[config.mk]
export PLATFORM = sky130hd
export DESIGN_NAME = lrct_cell
export DESIGN_NICKNAME = d
export VERILOG_FILES = /design/src/rtl/lrct_pkg.sv /design/src/rtl/lrct_cell.sv
export SDC_FILE = /design/constraint.sdc
export NUM_CORES = 1
export LEC_CHECK = 0
export BUFFER_PORTS_ARGS = -buffer_cell sky130_fd_sc_hd__buf_4
export CAP_MARGIN = 20
export CELL_PAD_IN_SITES_DETAIL_PLACEMENT = 1
export CELL_PAD_IN_SITES_GLOBAL_PLACEMENT = 1
export CORE_AREA = 4 4 288 290
export CTS_CLUSTER_SIZE = 25
export DETAILED_ROUTE_END_ITERATION = 8
export DIE_AREA = 0 0 292 294
export PLACE_DENSITY = 0.54
export SLEW_MARGIN = 20
export SYNTH_ARGS = -nofsm -noshare
export SYNTH_HDL_FRONTEND = slang
export SYNTH_SLANG_ARGS = --single-unit
[constraint.sdc]
create_clock -name clk -period 19.2 [get_ports clk]
set_input_delay 0.96 -clock clk [delete_from_list [all_inputs] [get_ports clk]]
set_output_delay 0.96 -clock clk [all_outputs]
set_load 0.005 [all_outputs]
[src/rtl/lrct_pkg.sv]
// Shared types and constants for the LRU result cache table.
// Used by the cell row, the top level and the port checker; no dependencies.
package lrct_pkg;

	localparam int CAPACITY_DEF = 16;
	localparam int KEY_W        = 256;
	localparam int WORD_W       = 64;
	localparam int LEN_W        = 32;
	localparam int CTR_W        = 32;
	localparam int SLOT_W       = 4;
	localparam int LIMIT_W      = 5;
	localparam int CFG_IDX_W    = 1;
	localparam int CFG_DATA_W   = 5;

	// request kinds
	localparam logic [1:0] KIND_LOOKUP = 2'd0;
	localparam logic [1:0] KIND_INSERT = 2'd1;
	localparam logic [1:0] KIND_CLEAR  = 2'd2;

	// insert outcomes that may be cached
	localparam logic [1:0] STATUS_OK    = 2'd0;
	localparam logic [1:0] STATUS_SMALL = 2'd1;

	// configuration register indexes
	localparam logic [CFG_IDX_W-1:0] CFG_ENABLE = 1'b0;
	localparam logic [CFG_IDX_W-1:0] CFG_LIMIT  = 1'b1;

	localparam logic               ENABLE_RST = 1'b1;
	localparam logic [LIMIT_W-1:0] LIMIT_RST  = 5'd16;

	// per-cell update commands
	localparam logic [1:0] OP_NONE   = 2'd0;
	localparam logic [1:0] OP_TOUCH  = 2'd1;
	localparam logic [1:0] OP_INSERT = 2'd2;
	localparam logic [1:0] OP_CLEAR  = 2'd3;

	typedef struct packed {
		logic [1:0]        kind;
		logic [WORD_W-1:0] key_word0;
		logic [WORD_W-1:0] key_word1;
		logic [WORD_W-1:0] key_word2;
		logic [WORD_W-1:0] key_word3;
		logic [1:0]        status_code;
		logic [LEN_W-1:0]  result_length;
		logic [LEN_W-1:0]  stored_length;
		logic [LEN_W-1:0]  buffer_length;
	} req_t;

	typedef struct packed {
		logic              hit;
		logic              cached_status;
		logic [LEN_W-1:0]  true_length;
		logic [LEN_W-1:0]  copy_length;
		logic [SLOT_W-1:0] slot;
		logic              inserted;
		logic              evicted;
		logic [CTR_W-1:0]  hit_total;
		logic [CTR_W-1:0]  miss_total;
		logic [CTR_W-1:0]  insert_total;
		logic [CTR_W-1:0]  eviction_total;
	} rsp_t;

	// broadcast from the control stage to every cell
	typedef struct packed {
		logic [1:0]       op;
		logic [KEY_W-1:0] key;
		logic             status;
		logic [LEN_W-1:0] true_length;
		logic [LEN_W-1:0] kept_length;
	} cmd_t;

	// hit data passed down the row; at most one cell matches
	typedef struct packed {
		logic             found;
		logic             status;
		logic [LEN_W-1:0] true_length;
		logic [LEN_W-1:0] kept_length;
	} hit_data_t;

endpackage

[src/rtl/lrct_cell.sv]
// One table entry: key, outcome, lengths, valid and recency rank.
// Passes hit data and the free-slot token to its neighbor. Depends on lrct_pkg.
module lrct_cell #(
	parameter int CAPACITY = lrct_pkg::CAPACITY_DEF,
	parameter int INDEX = 0,
	localparam int RANK_W = (CAPACITY > 1) ? $clog2(CAPACITY) : 1,
	localparam int IDX_W = (CAPACITY > 1) ? $clog2(CAPACITY) : 1
) (
	input  logic                         clk,
	input  logic                         arst_n,
	input  logic                         capture,
	input  logic [lrct_pkg::KEY_W-1:0]   probe_key,
	input  lrct_pkg::cmd_t               cmd,
	input  logic [RANK_W-1:0]            touch_rank,
	input  logic [RANK_W-1:0]            evict_rank,
	input  lrct_pkg::hit_data_t          hit_in,
	output lrct_pkg::hit_data_t          hit_out,
	input  logic [RANK_W-1:0]            rank_in,
	output logic [RANK_W-1:0]            rank_out,
	input  logic [IDX_W-1:0]             idx_in,
	output logic [IDX_W-1:0]             idx_out,
	input  logic                         taken_in,
	output logic                         taken_out,
	input  logic [IDX_W-1:0]             slot_in,
	output logic [IDX_W-1:0]             slot_out
);
	import lrct_pkg::*;

	logic              valid_q;
	logic [RANK_W-1:0] rank_q;
	logic [KEY_W-1:0]  key_q;
	logic              status_q;
	logic [LEN_W-1:0]  true_len_q;
	logic [LEN_W-1:0]  kept_len_q;
	logic              match_s2;
	logic              match;
	logic              evict_now;
	logic              free_now;
	logic              claim;

	assign match = valid_q && (key_q == probe_key);

	assign hit_out.found       = hit_in.found | match;
	assign hit_out.status      = hit_in.status | (match & status_q);
	assign hit_out.true_length = hit_in.true_length | ({LEN_W{match}} & true_len_q);
	assign hit_out.kept_length = hit_in.kept_length | ({LEN_W{match}} & kept_len_q);
	assign rank_out            = rank_in | ({RANK_W{match}} & rank_q);
	assign idx_out             = idx_in | (match ? IDX_W'(INDEX) : '0);

	// entries at or past the limit's oldest rank drop out on a new insert
	assign evict_now = valid_q && (rank_q >= evict_rank);
	assign free_now  = !valid_q || evict_now;
	assign claim     = (cmd.op == OP_INSERT) && free_now && !taken_in;
	assign taken_out = taken_in | free_now;
	assign slot_out  = claim ? IDX_W'(INDEX) : slot_in;

	always_ff @(posedge clk or negedge arst_n) begin
		if (!arst_n) begin
			valid_q  <= 1'b0;
			rank_q   <= '0;
			match_s2 <= 1'b0;
		end else begin
			if (capture) begin
				match_s2 <= match;
			end
			case (cmd.op)
				OP_CLEAR: begin
					valid_q <= 1'b0;
					rank_q  <= '0;
				end
				OP_TOUCH: begin
					if (match_s2) begin
						rank_q <= '0;
					end else if (valid_q && rank_q < touch_rank) begin
						rank_q <= rank_q + 1'b1;
					end
				end
				OP_INSERT: begin
					if (claim) begin
						valid_q <= 1'b1;
						rank_q  <= '0;
					end else if (evict_now) begin
						valid_q <= 1'b0;
						rank_q  <= '0;
					end else if (valid_q) begin
						rank_q <= rank_q + 1'b1;
					end
				end
				default: ;
			endcase
		end
	end

	always_ff @(posedge clk) begin
		if (claim) begin
			key_q      <= cmd.key;
			status_q   <= cmd.status;
			true_len_q <= cmd.true_length;
			kept_len_q <= cmd.kept_length;
		end
	end

endmodule

==> out/results.txt <==
Dpl hpwl: 57.3 mm
Slew Viols, Final: 0
Iteration-0 DRC Markers: 439
H-tree levels: 2
Synth Flop Type: edfxtp_1
Placed Cells: 2,725
Starting density of the core: 0.175
Hold WC Path Type: primary input to async pin
Total gr overflow: 0
Cts hold-fix bufs: 0
Critical path fanouts, max: 71
Post-synth EDFFs: 321
Layout Nets: 2,389
Root Buffer: clkbuf_16
Post-cts resize count: 0
Post-DRT Antenna Nets: 0
CTS sink cnt: 327
# IOs: 748
Sequential fraction of the synthesis area: 0.696
Peak supply drop: 0.0736 mV
All-layer global routing usage: 0.147
CTS tree: done
Synth Area in Compound Gates: 0.0951
Initial antenna violation count: 15
Synth warn: 0
CTS Buf Count: 41
Fmax: 0.183 GHz
Area added between synthesis and finish: 57.6%
Number of global-route vias before repair: 12,200
Pwr/cell area: 79.8 mW/mm2
Mux share of post-synthesis cell area: 0.000800
Core Area: 0.0803 mm2
Final Power: 1.77 mW
CP Class: primary input to output pin
GP Congestion: 0.915
Endpoint class of the critical path: output pin
Status: completed
Avg Cell Area, Syn: 15.2 um2
Cell Count, Final, Fillers Out: 2,799
Mapped Area: 0.0141 mm2
Final min period: 5.47 ns
Vias: 10,900
First-pass GRT wire length: 89.8 mm
Post-synth net total: 1,607
Slew HR: 0.300
Setup total negative slack: 0 ns
RSZ-0062 raised after global routing: no
Worst-Skew Late Latency: 0.56 ns
Yosys cell types: 49
Synth Instances: 926
Least-Margin Pin Slew: 1.05 ns
Largest net degree at the start of global routing: 78
Die area: 0.0858 mm2
Die Height: 294 um
Adder and majority gate portion of the synthesized area: 0.0107
Setup violations, final: 0
DRC: 0
Largest family of logic cells by synthesized area: XOR/XNOR gates
Post-CTS Setup Bufs: 0
Clock transition at path regs: 0.06 ns
Worst path required time: 18.24 ns
Longest Clk Path Bufs: 3
Setup crit start kind: primary input
Endpoints failing hold: 0
Crit path DAT: 4.51 ns
Wirelength per Cell: 24.0 um
Wirelength, routed: 67.2 mm
Buffers added on ports: 739
Clk_skew: 0.0116 ns
Max cap viols: 0
DR pass1 iterations: 4
Via density: 3.88
Worst Hold Slack: 0.212 ns
Post-synthesis xor/xnor area fraction: 0.0965
Share of cells above drive strength 1: 0.466
Die W: 292 um
Leak: 9.29 nW
Post-synth ARST share: 0.0183
Simple-gate share of the synthesized area: 0.0687
Cell Rows: 104
Flops & latches, synth: 327
Share of the clock period used by the worst path: 0.285
[power breakdown]
group | switching [mW] | total (mW) | internal, mW | leakage (nW)
logic | 0.0819 | 0.208 | 0.126 | 5.69
clock network | 0.304 | 0.737 | 0.433 | 0.594
registers | 0.0120 | 0.824 | 0.812 | 3.01
[per-layer routing]
layer	vias up	global-route usage	wire length (um)
met5	-	0	49
met3	78	0.0531	5770
met4	8	0.0337	1310
li1	5062	-	-
met2	460	0.259	34100
met1	5260	0.172	26000
[layout by cell type, fill, tap and decap left out, drive strengths merged, types with 30 or more instances in the layout]
| master | Yosys | layout |
|---|---|---|
| a21o | 73 | 73 |
| buf | 11 | 749 |
| clkbuf | 0 | 56 |
| edfxtp | 321 | 321 |
| inv | 93 | 95 |
| nand2b | 34 | 34 |
| nor2b | 30 | 30 |
| nor4 | 35 | 35 |
| xnor2 | 60 | 60 |
| xor2 | 95 | 95 |
[stage by stage]
stage,setup slack (ns),util,area (um2)
2_1_floorplan,8.94,-,14100
3_3_place_gp,12.90,0.261,20900
3_5_place_dp,13.66,0.261,20900
4_1_cts,13.65,0.276,22200
5_1_grt,13.42,0.276,22200
6_report,13.73,0.276,22200
[synthesized netlist by cell type (all sizes together) (2+ instances only)]
library cell | instances | area (um2)
a2111o | 4 | 45.0
a2111oi | 11 | 115
a21o | 73 | 548
a21oi | 6 | 30.0
a221oi | 4 | 35.0
a22o | 10 | 87.6
a22oi | 5 | 37.5
buf | 11 | 109
dfrtp | 6 | 150
edfxtp | 321 | 9640
ha | 12 | 150
inv | 93 | 349
nand2 | 6 | 22.5
nand2b | 34 | 213
nand3 | 4 | 20.0
nand4 | 28 | 175
nor2 | 3 | 11.3
nor2b | 30 | 188
nor3 | 2 | 10.0
nor4 | 35 | 234
o2111ai | 11 | 96.3
o21a | 2 | 15.0
o21ai | 4 | 20.0
o22ai | 27 | 169
o2bb2ai | 9 | 78.8
or2 | 2 | 12.5
or4 | 3 | 26.3
xnor2 | 60 | 526
xor2 | 95 | 832
[cell families (layout without fill, tap and decap cells)]
family,Yosys count,in the layout
DFF,327,327
AOI/OAI and AO/OA,173,173
xor gates and xnor gates,155,155
and+or+nand+nor,154,154
buffers and inverters,104,913
adders and majority gates,12,12
muxes,1,1
other,0,4
[state kept, by name (all words and copies together) (netlist names)]
| name | flops |
|---|---|
| kept_len_q | 32 |
| rank_q | 4 |
| key_q | 256 |
| status_q | 1 |
| true_len_q | 32 |
| valid_q | 1 |
| match_s2 | 1 |
[worst max-delay path: stages]
cell	delay (ns)
buf_4	0.11
nand2b_1	0.20
o2111ai_1	0.16
a2111oi_1	0.37
clkdlybuf4s18_2	0.32
nand4_1	0.31
or4_1	0.70
nor4_4	0.30
buf_4	0.59
a21o_1	0.24
buf_4	0.11
[layout make-up]
cell class	instances	area [um2]
Antenna cell	4	10.0
Clock buffer	56	1080
Clock inverter	14	149
Fill cell	8911	58100
Inverter	93	349
Multi-Input combinational cell	495	3840
Sequential cell	327	9790
Tap cell	1060	1330
Timing Repair Buffer	750	5630
[path summary, 6_finish.rpt]
check	startpoint	endpoint	slack (ns)	cells past startpoint
max	probe_key[82]	hit_out[17]	13.73	11
min	arst_n	match_s2	0.21	1
max reg2reg	rank_q[0]	key_q[38]	14.65	11
min reg2reg	match_s2	match_s2	0.54	1
max in group asynchronous	arst_n	rank_q[3]	18.86	1
min in group clk	match_s2	match_s2	0.54	1
Power figures use the tool's default switching activity.
